[src/rtl/srwc_pkg.sv]
// ----------------------------------------------------------------------------
// srwc_pkg
// Shared types, codes and the control store of the selective-repeat window
// control block.
// ----------------------------------------------------------------------------
package srwc_pkg;

    // Field widths of the event and command beats
    localparam int ACTION_W     = 3;
    localparam int KIND_W       = 2;
    localparam int SEQ_FIELD_W  = 5;
    localparam int CMD_W        = 3;
    localparam int SLOT_FIELD_W = 4;

    // Defaults of the top-level parameters
    localparam int SEQ_MAX_DEF      = 31;
    localparam int WINDOW_SLOTS_DEF = 16;

    // Event actions
    localparam logic [ACTION_W-1:0] ACT_PACKET       = 3'd0;
    localparam logic [ACTION_W-1:0] ACT_PHYS_READY   = 3'd1;
    localparam logic [ACTION_W-1:0] ACT_FRAME        = 3'd2;
    localparam logic [ACTION_W-1:0] ACT_DATA_TIMEOUT = 3'd3;
    localparam logic [ACTION_W-1:0] ACT_ACK_TIMEOUT  = 3'd4;

    // Received frame kinds
    localparam logic [KIND_W-1:0] FK_DATA = 2'd0;
    localparam logic [KIND_W-1:0] FK_ACK  = 2'd1;
    localparam logic [KIND_W-1:0] FK_NAK  = 2'd2;

    // Commands
    localparam logic [CMD_W-1:0] CMD_SEND_DATA   = 3'd0;
    localparam logic [CMD_W-1:0] CMD_SEND_ACK    = 3'd1;
    localparam logic [CMD_W-1:0] CMD_SEND_NAK    = 3'd2;
    localparam logic [CMD_W-1:0] CMD_DELIVER     = 3'd3;
    localparam logic [CMD_W-1:0] CMD_STOP_TIMER  = 3'd4;
    localparam logic [CMD_W-1:0] CMD_RESTART_ACK = 3'd5;
    localparam logic [CMD_W-1:0] CMD_STATUS      = 3'd6;

    // Branch conditions: a true condition skips the step and jumps
    localparam int COND_N = 11;
    typedef logic [3:0] cond_t;
    localparam cond_t COND_NEVER          = 4'd0;
    localparam cond_t COND_FULL           = 4'd1;
    localparam cond_t COND_NOT_GOOD       = 4'd2;
    localparam cond_t COND_KIND_NOT_DATA  = 4'd3;
    localparam cond_t COND_NAK_DUE        = 4'd4;
    localparam cond_t COND_NO_STORE       = 4'd5;
    localparam cond_t COND_RB_EMPTY       = 4'd6;
    localparam cond_t COND_NONE_DELIVERED = 4'd7;
    localparam cond_t COND_NO_RESEND      = 4'd8;
    localparam cond_t COND_ACK_OUTSIDE    = 4'd9;
    localparam cond_t COND_NAK_BLOCKED    = 4'd10;

    // Sequence operand select
    typedef logic [2:0] sel_t;
    localparam sel_t SEL_NONE      = 3'd0;
    localparam sel_t SEL_NEXT      = 3'd1;
    localparam sel_t SEL_SEND_BASE = 3'd2;
    localparam sel_t SEL_RECV_BASE = 3'd3;
    localparam sel_t SEL_FRAME_SEQ = 3'd4;
    localparam sel_t SEL_WANT      = 3'd5;

    // Datapath operations
    typedef logic [2:0] op_t;
    localparam op_t OP_NONE     = 3'd0;
    localparam op_t OP_NEW_DATA = 3'd1;
    localparam op_t OP_SET_PHYS = 3'd2;
    localparam op_t OP_MARK     = 3'd3;
    localparam op_t OP_DELIVER  = 3'd4;
    localparam op_t OP_RETIRE   = 3'd5;

    // Control store addresses
    typedef logic [3:0] upc_t;
    localparam upc_t UPC_PACKET   = 4'd0;
    localparam upc_t UPC_PHYS     = 4'd1;
    localparam upc_t UPC_DATA_TO  = 4'd2;
    localparam upc_t UPC_ACK_TO   = 4'd3;
    localparam upc_t UPC_FRAME    = 4'd4;
    localparam upc_t UPC_KIND     = 4'd5;
    localparam upc_t UPC_EXPECT   = 4'd6;
    localparam upc_t UPC_DATA_NAK = 4'd7;
    localparam upc_t UPC_STORE    = 4'd8;
    localparam upc_t UPC_DELIVER  = 4'd9;
    localparam upc_t UPC_DLV_END  = 4'd10;
    localparam upc_t UPC_NAK_CHK  = 4'd11;
    localparam upc_t UPC_RETIRE   = 4'd12;
    localparam upc_t UPC_BAD      = 4'd13;
    localparam upc_t UPC_STATUS   = 4'd14;

    typedef struct packed {
        cond_t             cond;
        upc_t              jmp;
        upc_t              nxt;
        logic              emit;
        logic [CMD_W-1:0]  cmd;
        sel_t              sel;
        op_t               op;
        logic              done;
    } ucode_t;

    // Sequencer to datapath
    typedef struct packed {
        logic             start;
        logic             exec;
        logic             emit;
        logic [CMD_W-1:0] cmd;
        sel_t             sel;
        op_t              op;
    } ctrl_t;

    // Datapath to sequencer
    typedef struct packed {
        logic [COND_N-1:0] flags;
        logic              out_blocked;
    } dp_stat_t;

    function automatic ucode_t mk(cond_t cond, upc_t jmp, upc_t nxt, logic emit,
                                  logic [CMD_W-1:0] cmd, sel_t sel, op_t op,
                                  logic done);
        ucode_t w;
        w.cond = cond;
        w.jmp  = jmp;
        w.nxt  = nxt;
        w.emit = emit;
        w.cmd  = cmd;
        w.sel  = sel;
        w.op   = op;
        w.done = done;
        return w;
    endfunction

    function automatic ucode_t ucode_word(upc_t pc);
        ucode_t w;
        unique case (pc)
            UPC_PACKET:   w = mk(COND_FULL, UPC_STATUS, UPC_STATUS, 1'b1,
                                 CMD_SEND_DATA, SEL_NEXT, OP_NEW_DATA, 1'b0);
            UPC_PHYS:     w = mk(COND_NEVER, UPC_STATUS, UPC_STATUS, 1'b0,
                                 CMD_STATUS, SEL_NONE, OP_SET_PHYS, 1'b0);
            UPC_DATA_TO:  w = mk(COND_NEVER, UPC_STATUS, UPC_STATUS, 1'b1,
                                 CMD_SEND_DATA, SEL_SEND_BASE, OP_NONE, 1'b0);
            UPC_ACK_TO:   w = mk(COND_NEVER, UPC_STATUS, UPC_STATUS, 1'b1,
                                 CMD_SEND_ACK, SEL_NONE, OP_NONE, 1'b0);
            UPC_FRAME:    w = mk(COND_NOT_GOOD, UPC_BAD, UPC_KIND, 1'b0,
                                 CMD_STATUS, SEL_NONE, OP_NONE, 1'b0);
            UPC_KIND:     w = mk(COND_KIND_NOT_DATA, UPC_NAK_CHK, UPC_EXPECT, 1'b0,
                                 CMD_STATUS, SEL_NONE, OP_NONE, 1'b0);
            UPC_EXPECT:   w = mk(COND_NAK_DUE, UPC_DATA_NAK, UPC_STORE, 1'b1,
                                 CMD_RESTART_ACK, SEL_NONE, OP_NONE, 1'b0);
            UPC_DATA_NAK: w = mk(COND_NEVER, UPC_STORE, UPC_STORE, 1'b1,
                                 CMD_SEND_NAK, SEL_NONE, OP_NONE, 1'b0);
            UPC_STORE:    w = mk(COND_NO_STORE, UPC_NAK_CHK, UPC_DELIVER, 1'b0,
                                 CMD_STATUS, SEL_FRAME_SEQ, OP_MARK, 1'b0);
            UPC_DELIVER:  w = mk(COND_RB_EMPTY, UPC_DLV_END, UPC_DELIVER, 1'b1,
                                 CMD_DELIVER, SEL_RECV_BASE, OP_DELIVER, 1'b0);
            UPC_DLV_END:  w = mk(COND_NONE_DELIVERED, UPC_NAK_CHK, UPC_NAK_CHK, 1'b1,
                                 CMD_RESTART_ACK, SEL_NONE, OP_NONE, 1'b0);
            UPC_NAK_CHK:  w = mk(COND_NO_RESEND, UPC_RETIRE, UPC_RETIRE, 1'b1,
                                 CMD_SEND_DATA, SEL_WANT, OP_NONE, 1'b0);
            UPC_RETIRE:   w = mk(COND_ACK_OUTSIDE, UPC_STATUS, UPC_RETIRE, 1'b1,
                                 CMD_STOP_TIMER, SEL_SEND_BASE, OP_RETIRE, 1'b0);
            UPC_BAD:      w = mk(COND_NAK_BLOCKED, UPC_STATUS, UPC_STATUS, 1'b1,
                                 CMD_SEND_NAK, SEL_NONE, OP_NONE, 1'b0);
            default:      w = mk(COND_NEVER, UPC_STATUS, UPC_STATUS, 1'b1,
                                 CMD_STATUS, SEL_NONE, OP_NONE, 1'b1);
        endcase
        return w;
    endfunction

    function automatic upc_t entry_pc(logic [ACTION_W-1:0] action);
        upc_t pc;
        unique case (action)
            ACT_PACKET:       pc = UPC_PACKET;
            ACT_PHYS_READY:   pc = UPC_PHYS;
            ACT_FRAME:        pc = UPC_FRAME;
            ACT_DATA_TIMEOUT: pc = UPC_DATA_TO;
            ACT_ACK_TIMEOUT:  pc = UPC_ACK_TO;
            default:          pc = UPC_STATUS;
        endcase
        return pc;
    endfunction

endpackage

[src/rtl/srwc_if.sv]
// ----------------------------------------------------------------------------
// srwc_if
// Event and command channels: valid/ready handshake with payload.
// ----------------------------------------------------------------------------
interface srwc_evt_if import srwc_pkg::*; ();
    logic                   valid;
    logic                   ready;
    logic [ACTION_W-1:0]    action;
    logic                   frame_good;
    logic [KIND_W-1:0]      frame_kind;
    logic [SEQ_FIELD_W-1:0] frame_seq;
    logic [SEQ_FIELD_W-1:0] peer_ack;

    modport source (output valid, action, frame_good, frame_kind, frame_seq,
                    peer_ack, input ready);
    modport sink   (input valid, action, frame_good, frame_kind, frame_seq,
                    peer_ack, output ready);
endinterface

interface srwc_cmd_if import srwc_pkg::*; ();
    logic                    valid;
    logic                    ready;
    logic [CMD_W-1:0]        command;
    logic [SEQ_FIELD_W-1:0]  seq_out;
    logic [SEQ_FIELD_W-1:0]  ack_out;
    logic [SLOT_FIELD_W-1:0] slot;
    logic                    network_enable;
    logic                    last;

    modport source (output valid, command, seq_out, ack_out, slot,
                    network_enable, last, input ready);
    modport sink   (input valid, command, seq_out, ack_out, slot,
                    network_enable, last, output ready);
endinterface

[src/rtl/srwc_useq.sv]
// ----------------------------------------------------------------------------
// srwc_useq
// Microcode sequencer: step counter, control store read and conditional
// branching on datapath flags.
// ----------------------------------------------------------------------------
module srwc_useq import srwc_pkg::*; (
    input  logic                clk,
    input  logic                rst_n,
    input  logic                in_valid,
    output logic                in_ready,
    input  logic [ACTION_W-1:0] action,
    input  dp_stat_t            stat,
    output ctrl_t               ctrl
);

    upc_t   pc_reg, pc_next;
    logic   busy_reg, busy_next;
    ucode_t word;
    logic   taken;
    logic   step_ok;

    assign word     = ucode_word(pc_reg);
    assign taken    = stat.flags[word.cond];
    assign in_ready = !busy_reg;

    // hold the step while its beat cannot enter the output register
    assign step_ok = busy_reg && !(word.emit && !taken && stat.out_blocked);

    always_comb
    begin
        ctrl.start = in_valid && in_ready;
        ctrl.exec  = step_ok && !taken;
        ctrl.emit  = word.emit;
        ctrl.cmd   = word.cmd;
        ctrl.sel   = word.sel;
        ctrl.op    = word.op;
    end

    always_comb
    begin
        pc_next   = pc_reg;
        busy_next = busy_reg;
        if (ctrl.start)
        begin
            pc_next   = entry_pc(action);
            busy_next = 1'b1;
        end
        else if (step_ok)
        begin
            if (taken)
                pc_next = word.jmp;
            else if (word.done)
                busy_next = 1'b0;
            else
                pc_next = word.nxt;
        end
    end

    always_ff @(posedge clk or negedge rst_n)
    begin
        if (!rst_n)
        begin
            pc_reg   <= UPC_STATUS;
            busy_reg <= 1'b0;
        end
        else
        begin
            pc_reg   <= pc_next;
            busy_reg <= busy_next;
        end
    end

endmodule

[src/rtl/srwc_datapath.sv]
// ----------------------------------------------------------------------------
// srwc_datapath
// Window registers, arrival bitmap, branch flags and the command output
// register, driven one control word per cycle while cmd is not stalled.
// ----------------------------------------------------------------------------
module srwc_datapath import srwc_pkg::*; #(
    parameter int SEQ_MAX      = SEQ_MAX_DEF,
    parameter int WINDOW_SLOTS = WINDOW_SLOTS_DEF
) (
    input  logic                   clk,
    input  logic                   rst_n,
    input  ctrl_t                  ctrl,
    input  logic                   frame_good,
    input  logic [KIND_W-1:0]      frame_kind,
    input  logic [SEQ_FIELD_W-1:0] frame_seq,
    input  logic [SEQ_FIELD_W-1:0] peer_ack,
    output dp_stat_t               stat,
    srwc_cmd_if.source             cmd
);

    localparam int SEQ_MOD  = SEQ_MAX + 1;
    localparam int MOD_W    = $clog2(SEQ_MOD);
    localparam int CNT_W    = $clog2(WINDOW_SLOTS + 1);
    localparam int SEQ_W0   = (MOD_W > SEQ_FIELD_W) ? MOD_W : SEQ_FIELD_W;
    localparam int SEQ_W    = (SEQ_W0 > CNT_W) ? SEQ_W0 : CNT_W;
    localparam int SLOT_W   = $clog2(WINDOW_SLOTS);
    localparam int SPAN     = 2 ** SEQ_W;
    localparam int WRAP_MAX = 8;

    typedef logic [SEQ_W-1:0] seq_t;

    function automatic seq_t adv(seq_t k);
        return (k < SEQ_W'(SEQ_MAX)) ? seq_t'(k + 1'b1) : '0;
    endfunction

    function automatic logic in_win(seq_t lo, seq_t x, seq_t hi);
        return ((lo <= x) && (x < hi)) || ((hi < lo) && (lo <= x)) ||
               ((x < hi) && (hi < lo));
    endfunction

    // window state
    seq_t                    send_base_reg, send_base_next;
    seq_t                    next_send_reg, next_send_next;
    seq_t                    recv_base_reg, recv_base_next;
    seq_t                    recv_limit_reg, recv_limit_next;
    logic [CNT_W-1:0]        buf_cnt_reg, buf_cnt_next;
    logic                    nak_ok_reg, nak_ok_next;
    logic                    phys_reg, phys_next;
    logic [WINDOW_SLOTS-1:0] arrived_reg, arrived_next;
    logic                    dlv_reg, dlv_next;

    // latched event
    logic                   good_reg;
    logic [KIND_W-1:0]      kind_reg;
    seq_t                   fseq_reg;
    seq_t                   fack_reg;
    seq_t                   want_reg;

    // output register
    logic                    out_valid_reg, out_valid_next;
    logic [CMD_W-1:0]        out_cmd_reg;
    logic [SEQ_FIELD_W-1:0]  out_seq_reg;
    logic [SEQ_FIELD_W-1:0]  out_ack_reg;
    logic [SLOT_FIELD_W-1:0] out_slot_reg;
    logic                    out_ne_reg;

    logic [SLOT_W-1:0] slot_lut [SPAN];
    logic [SEQ_W:0]    want_calc;
    seq_t              cur_seq;
    logic [SLOT_W-1:0] cur_slot;
    seq_t              ack_val;
    logic              net_en;
    logic              is_send;
    logic [COND_N-1:0] flags;

    // constant table: sequence number to buffer slot
    for (genvar g = 0; g < SPAN; g++)
    begin : g_slot
        assign slot_lut[g] = SLOT_W'(g % WINDOW_SLOTS);
    end

    // NAK target: peer_ack + 1, folded into the sequence space
    always_comb
    begin
        want_calc = (SEQ_W + 1)'(peer_ack) + 1'b1;
        for (int i = 0; i < WRAP_MAX; i++)
        begin
            if (want_calc >= (SEQ_W + 1)'(SEQ_MOD))
                want_calc = want_calc - (SEQ_W + 1)'(SEQ_MOD);
        end
    end

    always_comb
    begin
        unique case (ctrl.sel)
            SEL_NEXT:      cur_seq = next_send_reg;
            SEL_SEND_BASE: cur_seq = send_base_reg;
            SEL_RECV_BASE: cur_seq = recv_base_reg;
            SEL_FRAME_SEQ: cur_seq = fseq_reg;
            SEL_WANT:      cur_seq = want_reg;
            default:       cur_seq = '0;
        endcase
    end

    assign cur_slot = slot_lut[cur_seq];
    assign ack_val  = (recv_base_reg == '0) ? SEQ_W'(SEQ_MAX) : seq_t'(recv_base_reg - 1'b1);
    assign net_en   = (buf_cnt_reg < CNT_W'(WINDOW_SLOTS)) && phys_reg;
    assign is_send  = (ctrl.cmd == CMD_SEND_DATA) || (ctrl.cmd == CMD_SEND_ACK) ||
                      (ctrl.cmd == CMD_SEND_NAK);

    always_comb
    begin
        flags                      = '0;
        flags[COND_NEVER]          = 1'b0;
        flags[COND_FULL]           = buf_cnt_reg >= CNT_W'(WINDOW_SLOTS);
        flags[COND_NOT_GOOD]       = !good_reg;
        flags[COND_KIND_NOT_DATA]  = kind_reg != FK_DATA;
        flags[COND_NAK_DUE]        = (fseq_reg != recv_base_reg) && nak_ok_reg;
        flags[COND_NO_STORE]       = !(in_win(recv_base_reg, fseq_reg, recv_limit_reg) &&
                                       !arrived_reg[cur_slot]);
        flags[COND_RB_EMPTY]       = !arrived_reg[cur_slot];
        flags[COND_NONE_DELIVERED] = !dlv_reg;
        flags[COND_NO_RESEND]      = (kind_reg != FK_NAK) ||
                                     !in_win(send_base_reg, want_reg, next_send_reg);
        flags[COND_ACK_OUTSIDE]    = !in_win(send_base_reg, fack_reg, next_send_reg);
        flags[COND_NAK_BLOCKED]    = !nak_ok_reg;
    end

    assign stat.flags       = flags;
    assign stat.out_blocked = out_valid_reg && !cmd.ready;

    always_comb
    begin
        send_base_next  = send_base_reg;
        next_send_next  = next_send_reg;
        recv_base_next  = recv_base_reg;
        recv_limit_next = recv_limit_reg;
        buf_cnt_next    = buf_cnt_reg;
        nak_ok_next     = nak_ok_reg;
        phys_next       = phys_reg;
        arrived_next    = arrived_reg;
        dlv_next        = dlv_reg;

        if (ctrl.start)
            dlv_next = 1'b0;

        if (ctrl.exec)
        begin
            // every frame send consumes the physical layer
            if (ctrl.emit && is_send)
                phys_next = 1'b0;
            if (ctrl.emit && (ctrl.cmd == CMD_SEND_NAK))
                nak_ok_next = 1'b0;

            unique case (ctrl.op)
                OP_NEW_DATA:
                begin
                    buf_cnt_next   = buf_cnt_reg + 1'b1;
                    next_send_next = adv(next_send_reg);
                end
                OP_SET_PHYS:
                    phys_next = 1'b1;
                OP_MARK:
                    arrived_next[cur_slot] = 1'b1;
                OP_DELIVER:
                begin
                    arrived_next[cur_slot] = 1'b0;
                    nak_ok_next     = 1'b1;
                    recv_base_next  = adv(recv_base_reg);
                    recv_limit_next = adv(recv_limit_reg);
                    dlv_next        = 1'b1;
                end
                OP_RETIRE:
                begin
                    if (buf_cnt_reg != '0)
                        buf_cnt_next = buf_cnt_reg - 1'b1;
                    send_base_next = adv(send_base_reg);
                end
                default: ;
            endcase
        end
    end

    always_comb
    begin
        out_valid_next = out_valid_reg;
        if (ctrl.exec && ctrl.emit)
            out_valid_next = 1'b1;
        else if (cmd.ready)
            out_valid_next = 1'b0;
    end

    always_ff @(posedge clk or negedge rst_n)
    begin
        if (!rst_n)
        begin
            send_base_reg  <= '0;
            next_send_reg  <= '0;
            recv_base_reg  <= '0;
            recv_limit_reg <= SEQ_W'(WINDOW_SLOTS);
            buf_cnt_reg    <= '0;
            nak_ok_reg     <= 1'b1;
            phys_reg       <= 1'b0;
            arrived_reg    <= '0;
            dlv_reg        <= 1'b0;
            out_valid_reg  <= 1'b0;
        end
        else
        begin
            send_base_reg  <= send_base_next;
            next_send_reg  <= next_send_next;
            recv_base_reg  <= recv_base_next;
            recv_limit_reg <= recv_limit_next;
            buf_cnt_reg    <= buf_cnt_next;
            nak_ok_reg     <= nak_ok_next;
            phys_reg       <= phys_next;
            arrived_reg    <= arrived_next;
            dlv_reg        <= dlv_next;
            out_valid_reg  <= out_valid_next;
        end
    end

    always_ff @(posedge clk)
    begin
        if (ctrl.start)
        begin
            good_reg <= frame_good;
            kind_reg <= frame_kind;
            fseq_reg <= SEQ_W'(frame_seq);
            fack_reg <= SEQ_W'(peer_ack);
            want_reg <= want_calc[SEQ_W-1:0];
        end
        if (ctrl.exec && ctrl.emit)
        begin
            out_cmd_reg  <= ctrl.cmd;
            out_seq_reg  <= (ctrl.cmd == CMD_SEND_DATA) ? SEQ_FIELD_W'(cur_seq) : '0;
            out_ack_reg  <= is_send ? SEQ_FIELD_W'(ack_val) : '0;
            out_slot_reg <= ((ctrl.cmd == CMD_SEND_DATA) || (ctrl.cmd == CMD_DELIVER) ||
                             (ctrl.cmd == CMD_STOP_TIMER)) ? SLOT_FIELD_W'(cur_slot) : '0;
            out_ne_reg   <= (ctrl.cmd == CMD_STATUS) ? net_en : 1'b0;
        end
    end

    assign cmd.valid          = out_valid_reg;
    assign cmd.command        = out_cmd_reg;
    assign cmd.seq_out        = out_seq_reg;
    assign cmd.ack_out        = out_ack_reg;
    assign cmd.slot           = out_slot_reg;
    assign cmd.network_enable = out_ne_reg;
    assign cmd.last           = (out_cmd_reg == CMD_STATUS);

endmodule

[src/rtl/selective_repeat_window_control.sv]
// ----------------------------------------------------------------------------
// selective_repeat_window_control
// Control plane of a selective-repeat link: window bookkeeping and the
// command run for each link event.
// ----------------------------------------------------------------------------
// evt: one beat per event (packet ready, physical ready, frame received,
//   data timeout, ack timeout) with the received frame's check result,
//   kind, sequence and ack numbers.
// cmd: the run of commands the event causes (send data/ACK/NAK, deliver
//   slot, stop data timer, restart ack timer); every run ends with a status
//   beat that has last set and carries network_enable.
// One event is worked at a time by a microcode sequencer: the event beat is
// taken, then the control store steps run in turn and at most one command
// beat leaves per step. An undefined action runs only the status step, the
// other local events their own step and then the status step; a good data
// frame also runs a delivery step for each released slot and a retire step
// for each frame its ack retires. Command beats are registered: each shows
// on cmd from the output register that its step loads.
// evt.ready is high from the cycle the status beat is presented on cmd until
// the next event beat is taken.
// A stalled cmd holds its beat and freezes the sequencer on its next
// beat-emitting step; non-emitting and condition-skipped steps still run.
// Reset empties both windows, clears the arrival bitmap and physical-ready
// and allows NAKs; the block takes an event as soon as reset is released.
// ----------------------------------------------------------------------------
module selective_repeat_window_control import srwc_pkg::*; #(
    parameter int SEQ_MAX      = SEQ_MAX_DEF,
    parameter int WINDOW_SLOTS = WINDOW_SLOTS_DEF
) (
    input  logic       clk,
    input  logic       rst_n,
    srwc_evt_if.sink   evt,
    srwc_cmd_if.source cmd
);

    ctrl_t    ctrl;
    dp_stat_t stat;
    logic     in_ready;

    assign evt.ready = in_ready;

    srwc_useq u_useq (
        .clk      (clk),
        .rst_n    (rst_n),
        .in_valid (evt.valid),
        .in_ready (in_ready),
        .action   (evt.action),
        .stat     (stat),
        .ctrl     (ctrl)
    );

    srwc_datapath #(
        .SEQ_MAX      (SEQ_MAX),
        .WINDOW_SLOTS (WINDOW_SLOTS)
    ) u_dp (
        .clk        (clk),
        .rst_n      (rst_n),
        .ctrl       (ctrl),
        .frame_good (evt.frame_good),
        .frame_kind (evt.frame_kind),
        .frame_seq  (evt.frame_seq),
        .peer_ack   (evt.peer_ack),
        .stat       (stat),
        .cmd        (cmd)
    );

endmodule

[src/flat_wrapper.sv]
// flat-port wrapper written by rule: the top's interface ports become plain ports
module selective_repeat_window_control_flat import srwc_pkg::*;
#(
    parameter int SEQ_MAX      = SEQ_MAX_DEF,
    parameter int WINDOW_SLOTS = WINDOW_SLOTS_DEF
)
  (clk, rst_n, evt_valid, evt_action, evt_frame_good, evt_frame_kind, evt_frame_seq, evt_peer_ack, evt_ready, cmd_valid, cmd_command, cmd_seq_out, cmd_ack_out, cmd_slot, cmd_network_enable, cmd_last, cmd_ready);
  srwc_evt_if evt_i ();
  srwc_cmd_if cmd_i ();
  input  logic clk;
  input  logic rst_n;
  input wire logic [$bits(evt_i.valid)-1:0] evt_valid;
  input wire logic [$bits(evt_i.action)-1:0] evt_action;
  input wire logic [$bits(evt_i.frame_good)-1:0] evt_frame_good;
  input wire logic [$bits(evt_i.frame_kind)-1:0] evt_frame_kind;
  input wire logic [$bits(evt_i.frame_seq)-1:0] evt_frame_seq;
  input wire logic [$bits(evt_i.peer_ack)-1:0] evt_peer_ack;
  output wire logic [$bits(evt_i.ready)-1:0] evt_ready;
  output wire logic [$bits(cmd_i.valid)-1:0] cmd_valid;
  output wire logic [$bits(cmd_i.command)-1:0] cmd_command;
  output wire logic [$bits(cmd_i.seq_out)-1:0] cmd_seq_out;
  output wire logic [$bits(cmd_i.ack_out)-1:0] cmd_ack_out;
  output wire logic [$bits(cmd_i.slot)-1:0] cmd_slot;
  output wire logic [$bits(cmd_i.network_enable)-1:0] cmd_network_enable;
  output wire logic [$bits(cmd_i.last)-1:0] cmd_last;
  input wire logic [$bits(cmd_i.ready)-1:0] cmd_ready;
  assign evt_i.valid = evt_valid;
  assign evt_i.action = evt_action;
  assign evt_i.frame_good = evt_frame_good;
  assign evt_i.frame_kind = evt_frame_kind;
  assign evt_i.frame_seq = evt_frame_seq;
  assign evt_i.peer_ack = evt_peer_ack;
  assign evt_ready = evt_i.ready;
  assign cmd_valid = cmd_i.valid;
  assign cmd_command = cmd_i.command;
  assign cmd_seq_out = cmd_i.seq_out;
  assign cmd_ack_out = cmd_i.ack_out;
  assign cmd_slot = cmd_i.slot;
  assign cmd_network_enable = cmd_i.network_enable;
  assign cmd_last = cmd_i.last;
  assign cmd_i.ready = cmd_ready;
  selective_repeat_window_control #(.SEQ_MAX(SEQ_MAX), .WINDOW_SLOTS(WINDOW_SLOTS)) u_core (.clk(clk), .rst_n(rst_n), .evt(evt_i), .cmd(cmd_i));
endmodule
[config.mk]
export PLATFORM = sky130hd
export DESIGN_NAME = selective_repeat_window_control_flat
export DESIGN_NICKNAME = d
export VERILOG_FILES = /design/src/rtl/srwc_pkg.sv /design/src/rtl/srwc_if.sv /design/src/rtl/srwc_useq.sv /design/src/rtl/srwc_datapath.sv /design/src/rtl/selective_repeat_window_control.sv /design/src/flat_wrapper.sv
export SDC_FILE = /design/constraint.sdc
export NUM_CORES = 1
export LEC_CHECK = 0
export CORE_ASPECT_RATIO = 0.9
export CORE_MARGIN = 8
export CORE_UTILIZATION = 30
export DETAILED_ROUTE_END_ITERATION = 16
export DONT_BUFFER_PORTS = 1
export HOLD_SLACK_MARGIN = 0.02
export PLACE_DENSITY = 0.48
export SYNTH_ARGS = -nofsm -noshare
export SYNTH_HDL_FRONTEND = slang
export SYNTH_SLANG_ARGS = --single-unit
[constraint.sdc]
create_clock -name clk -period 6.2 [get_ports clk]
set_input_delay 1.24 -clock clk [delete_from_list [all_inputs] [get_ports clk]]
set_output_delay 1.24 -clock clk [all_outputs]
set_load 0.05 [all_outputs]
### Word level (Yosys, flattened, before mapping)

Memory sizes are Yosys's and may differ from the RTL's.
Cells that the tools add are included.

| operators by class | value |
|---|---|
| magnitude comparators | 26 |
| divide/modulo/power cells | 0 |
| $add $sub $neg | 16 |
| shifts and indexed selects | 0 |
| $mul | 0 |
| equal/unequal tests | 25 |
| bitwise gates (word level) | 4 |
| muxes and demuxes | 43 |
| reduce and logical (&&, ||, !) cells | 65 |

Operators by type and width:

| kind | number |
|---|---|
| >= comparator 6 bit (second input constant) | 9 |
| two-way mux 6 bit | 7 |
| subtractor 6 bit (second input constant) | 7 |
| two-way mux 5 bit | 7 |
| case mux 16 bit (2 select lines) | 1 |
| adder 5 x 1 -> 5 bit (second input constant) | 5 |
| < comparator 5 bit | 5 |
| < comparator 5 bit (second input constant) | 5 |
| case mux 5 bit (5 select lines) | 1 |
| equality test 3 x 2 -> 1 bit (second input constant) | 8 |
| equality test 3 bit (second input constant) | 8 |
| two-way mux 4 bit | 6 |
| logical AND 1 bit | 22 |
| case mux 4 bit (5 select lines) | 1 |
| bitwise AND 16 bit | 1 |
| two-way mux 1 bit | 16 |
| NOT 16 bit | 1 |
| OR 16 bit | 1 |
| nonzero test 2 bit | 8 |
| <= comparator 5 bit | 3 |
| subtractor 5 x 1 -> 5 bit (second input constant) | 3 |
| AND reduction 2 bit | 7 |
| equality test 3 x 1 -> 1 bit (second input constant) | 4 |
| zero test 1 bit | 11 |
| 17 further kinds | 32 |

| word-level totals | value |
|---|---|
| latch bits | 0 |
| word-level logic and storage cells | 203 |
| RAM bits | 0 |
| ROM bits | 496 |
| bits in registers | 86 |
| memories kept | 2 |

Memories:

| name | depth | width | read ports | clocked after Yosys merged registers in | write ports | RTL line | RTL |
|---|---|---|---|---|---|---|---|
| (name not given) | 16 | 23 | 1 | 0 | 0 | srwc_pkg.sv:135 | `unique case (pc)` |
| (name not given) | 32 | 4 | 1 | 0 | 0 | srwc_datapath.sv:105 | `assign cur_slot = slot_lut[cur_seq];` |

### Logic depth before layout (Yosys ltp)

An unclocked memory read counts as a cell.

| logic depth | value |
|---|---|
| word-level depth | 22 |
| gate-level depth with buffers | 17 |

### By module

From an unflattened synthesis, not the netlist that was laid out.

| second synthesis, totals | value |
|---|---|
| cell total of the unflattened synthesis | 608 |
| area total of the unflattened synthesis | 5889.4 µm² |

Modules (own cells, without submodules):

| module | cells each | sequential area each (µm²) | area each (µm²) | instances |
|---|---|---|---|---|
| srwc_datapath | 453 | 2209.6 | 4784.6 | 1 |
| srwc_useq | 155 | 128.9 | 1104.8 | 1 |

### Worst setup path before layout

No wires, ideal clock.

| path | value |
|---|---|
| kind | register to register |
| start point | register (tool-made name) |
| end point | register u_core.u_dp.out_ack_reg[0] (netlist: u_core.u_dp.cmd.ack_out[0]) (enable) |
| buffers on the path | 3 |
| period minus slack after synthesis | 4.581 ns |
| slack | 1.619 ns |
| stages on the path, launching flop included | 16 |
| data arrival time | 4.189 ns |
| required time | 5.808 ns |
| setup time | 0.392 ns |
| path through | dfstp_2 inv_1 ha_1 nand2b_1 buf_2 mux2i_1 a2bb2oi_2 nand2_4 mux2i_1 a2111oi_2 nor4_1 o21bai_4 nand4_2 buf_2 buf_2 nor2_1 |

RTL lines:

| item | RTL line | RTL |
|---|---|---|
| end signal, assigned | srwc_datapath.sv:237 | `out_ack_reg <= is_send ? SEQ_FIELD_W'(ack_val) : '0;` |
| end, declared | srwc_datapath.sv:63 | `logic [SEQ_FIELD_W-1:0] out_ack_reg;` |

### Worst setup path in the final report

| path | value |
|---|---|
| start point | register u_core.u_useq.pc_reg[0] |
| end point | register u_core.u_dp.recv_base_reg[4] |

| on the way | value |
|---|---|
| longest elaborated chain between the ends | 21 |

RTL lines:

| item | RTL line | RTL |
|---|---|---|
| start, declared | srwc_useq.sv:16 | `upc_t pc_reg, pc_next;` |
| start signal, assigned | srwc_useq.sv:68 | `pc_reg <= pc_next;` |
| memory read (16 x 23 bit) * | - |  |
| equality test 3 bit (tied with other cells) | srwc_datapath.sv:95 | `unique case (ctrl.sel)` |
| case mux 5 bit (5 select lines) | srwc_datapath.sv:95 |  |
| NOT 5 -> 6 bit (not written as such) | srwc_datapath.sv:105 |  |
| memory read (32 x 4 bit) | - |  |
| two-way mux 4 bit (not written as such) (2 in series) | srwc_datapath.sv:105 |  |
| binary-select mux 1 bit (select 4 bit) | srwc_datapath.sv:120, srwc_datapath.sv:121 |  |
| two-way mux 1 bit (not written as such) | srwc_datapath.sv:120, srwc_datapath.sv:121 |  |
| [... 3 more ...] | - |  |
| binary-select mux 1 bit (select 4 bit) | srwc_useq.sv:23 | `assign taken = stat.flags[word.cond];` |
| two-way mux 1 bit (not written as such) | srwc_useq.sv:23 |  |
| zero test 1 bit | srwc_useq.sv:27, srwc_useq.sv:32 |  |
| logical AND 1 bit (2 in series) | srwc_useq.sv:27 | `assign step_ok = busy_reg && !(word.emit && !taken && stat.out_blocked);` |
| zero test 1 bit | srwc_useq.sv:27 |  |
| logical AND 1 bit | srwc_useq.sv:27 |  |
| logical AND 1 bit | srwc_useq.sv:32 | `ctrl.exec = step_ok && !taken;` |
| AND reduction 2 bit (no line) * | - |  |
| end signal, assigned | srwc_datapath.sv:212 | `recv_base_reg <= recv_base_next;` |
| end, declared | srwc_datapath.sv:44 | `seq_t recv_base_reg, recv_base_next;` |

Mark *: on every way between the ends. The rest lies on a longest branch, timed or not. The select of a mux whose other input is x is not followed.
A chain may end at the register's enable or synchronous reset.

==> impl_metrics.yaml <==
logic_synthesis:
  synth_enable_flop_cells: 36
  syn_avg_cell_area_um2: 9.70
  yosysTopAreaCellShare_pct: 19.0
  synthesized_instance_count: 610
  synth-warning-count: 0
  synth_top_flop_cell: "sky130_fd_sc_hd__dfrtp_1"
  async_flop_share_pct: 58.1
  mappedNetlistNets: 682
  ys_ff_latch: 86
  mappedNetlistArea_um2: 5920
  synthTopCellsByArea: "sky130_fd_sc_hd__dfrtp_1, sky130_fd_sc_hd__edfxtp_1, sky130_fd_sc_hd__ha_1, sky130_fd_sc_hd__inv_1, sky130_fd_sc_hd__a21oi_1"
  library_cell_with_the_largest_summed_area_after_synthesis: "sky130_fd_sc_hd__dfrtp_1"
  synth_cell_type_count: 73
  seq_area_frac_synth_pct: 39.5
placed_design:
  dp.cells: 840
  gpl.final_weighted_congestion: 0.823
  hpwlAfterDp_mm: 11.5
  place.port_buffers: 0
  placed_area_um2: 6140
  dpl_worst_slack_ps: 1170
worst_setup_path:
  crit_path_max_fanout: 30
  register_to_register_path_setup_slack_ps: 1170
  worst-r2r-cell-count: 14
  worst-endpoint-arrival_ps: 5260
  worst_r2r_endpoint: "u_core.u_dp.recv_base_reg[4]"
  setup.worst_path.start: "u_core.u_useq.pc_reg[0]"
  r2r-start: "u_core.u_useq.pc_reg[0]"
  critical_path_data_required_time_ps: 6430
  critPathKind: "register to register"
  setup.worst_path.start_class: "register"
  critPathCaptureType: "register"
timing:
  slew_viol_final: 0
  hold-worst-slack_ps: 486
  final.setup_skew_ps: 5.70
  layout_setup_ws_ps: 1170
  rsz0062_at_grt: "no"
  hold_viol: 0
  slew_headroom_pct: 39.2
  setup_viol: 0
  worst-slew-pin-transition_ps: 909
  timing.final.crit_share_pct: 81.1
  timing.setup.tns_ps: 0
  clock.fmax_ghz: 0.199
  layout_min_cycle_time_ps: 5030
cells_and_area:
  finish.instance_area_um2: 6450
  layout.core_utilization_pct: 33.4
  share_of_layout_cells_above_drive_strength_1_pct: 7.26
  diodes: 0
  final_cell_count_no_fill: 856
  layout.nets: 673
  layout.cells.most_common_list: "sky130_fd_sc_hd__ha_1, sky130_fd_sc_hd__inv_1, sky130_fd_sc_hd__nor2_1, sky130_fd_sc_hd__dfrtp_1, sky130_fd_sc_hd__nand2_1"
  syn_to_final_growth_pct: 8.92
  layout.cells.most_common: "sky130_fd_sc_hd__ha_1"
route:
  drt-pass1-iter-count: 4
  drc: 0
  drt_via_density: 5.32
  final_wl_mm: 15.2
  avgRoutedWirePerCell_um: 17.8
  route.antenna.remaining_nets: 0
  initialDrtViolationCount: 324
  vias: 4557
clocking:
  clk_root_buffer_cell: "sky130_fd_sc_hd__clkbuf_16"
  clock_latency_reported_for_the_late_side_of_the_worst_skew_pair_ps: 340
  clockBufferDepth: 2
  cts.clk_slew.worst_paths_ps: 60
  tritoncts.num_buffers: 9
  clock_sink_count: 86
  tritoncts: "yes"
  cts-resized-gates: 0
  cts.repair_timing.setup_buffer_count: 0
  post_cts_hold_buffer_count: 0
  htree_num_levels: 3
global_route:
  wire_length_of_the_first_global_routing_pass_mm: 25.0
  grt_antenna_before_repair: 0
  via_count_of_the_first_global_routing_pass: 4631
  gr-total-overflow: 0
  grt_max_degree: 51
  grt_usage_pct: 13.0
worst_hold_path:
  min_path_cells: 1
  worstHoldPathType: "register to register"
floorplan:
  die_area_um2: 24500
  core_um2: 19300
  die_width_um: 164
  floorplan.io_pins: 41
  core.rowCount: 48
  initial_utilization_pct: 30.7
  dieHeight_um: 149
pwr:
  peakVddDrop_mv: 0.248
  finalPower_mw: 3.82
  power_per_standard_cell_area_nw_per_um2: 593
  power_leakage_nw: 2.60
outcome:
  status: "finished, final reports clean"
flow_run:
  max-cap-violations: 0
## how the worst max path moves through the flow
stage	depth (start not counted)	to	slack (ps)
after CTS	14	u_core.u_dp.recv_base_reg[4]	1130
after global placement	14	u_core.u_dp.recv_limit_reg[4]	1320
after floorplan	15	u_core.u_dp.cmd.ack_out[0]	1620
final	14	u_core.u_dp.recv_base_reg[4]	1170
after global routing	14	u_core.u_dp.recv_base_reg[4]	690
after detailed placement	14	u_core.u_dp.recv_base_reg[4]	1170
## area by class of cell
class / count / area, um2
Fill cell: 1970 / 12800
Multi-Input combinational cell: 453 / 3290
Sequential cell: 86 / 2340
Tap cell: 250 / 313
Clock buffer: 12 / 236
Inverter: 49 / 184
Clock inverter: 4 / 72.6
Timing Repair Buffer: 2 / 15.0
## kinds of logic (layout without fill, tap and decap cells)
logic type                 after synthesis  after routing  share of synthesized area [%]
muxes                                   35             35                           6.43
and+or+nand+nor                        181            181                           15.9
buffers and inverters                   71             67                           4.95
adders and majority gates               55             55                           11.6
AOI/OAI and AO/OA                      163            163                           18.8
DFF                                     86             86                           39.5
xor gates and xnor gates                19             19                           2.81
## cell usage after synthesis, drive strengths merged, types with 15 or more instances
library cell  instances
ha                   51
inv                  49
o21ai                47
nor2                 46
dfrtp                45
nand2                44
a21oi                36
edfxtp               36
mux2                 21
nor3                 19
nand3                16
xnor2                16
nor4                 15
## layer usage
layer	part of all wire, %	track usage, %	up-vias
met5	0	0	-
met4	1.2	3.77	0
met3	4.4	2.59	13
met2	45	20.4	89
met1	49	17.7	2226
li1	-	-	2229
## worst max-delay path: stages, from the launching register on
cell and delay (ps):
sky130_fd_sc_hd__dfrtp_1 600, sky130_fd_sc_hd__inv_1 250, sky130_fd_sc_hd__ha_1 500, sky130_fd_sc_hd__nand2b_1 330, sky130_fd_sc_hd__mux2i_1 320, sky130_fd_sc_hd__a2bb2oi_2 340, sky130_fd_sc_hd__nand2_4 130, sky130_fd_sc_hd__mux2i_1 150
sky130_fd_sc_hd__a2111oi_2 420, sky130_fd_sc_hd__nor4_1 150, sky130_fd_sc_hd__o21bai_4 240, sky130_fd_sc_hd__nand4_2 340, sky130_fd_sc_hd__buf_4 370, sky130_fd_sc_hd__or2_1 410, sky130_fd_sc_hd__o41ai_1 370
## power by group
group          switching, mW  internal [mW]  leakage, nW
logic                   1.23          0.677         1.49
clock network          0.220          0.353        0.147
registers              0.481          0.866        0.959
total                   1.93           1.90         2.60
Power figures use the tool's default switching activity.
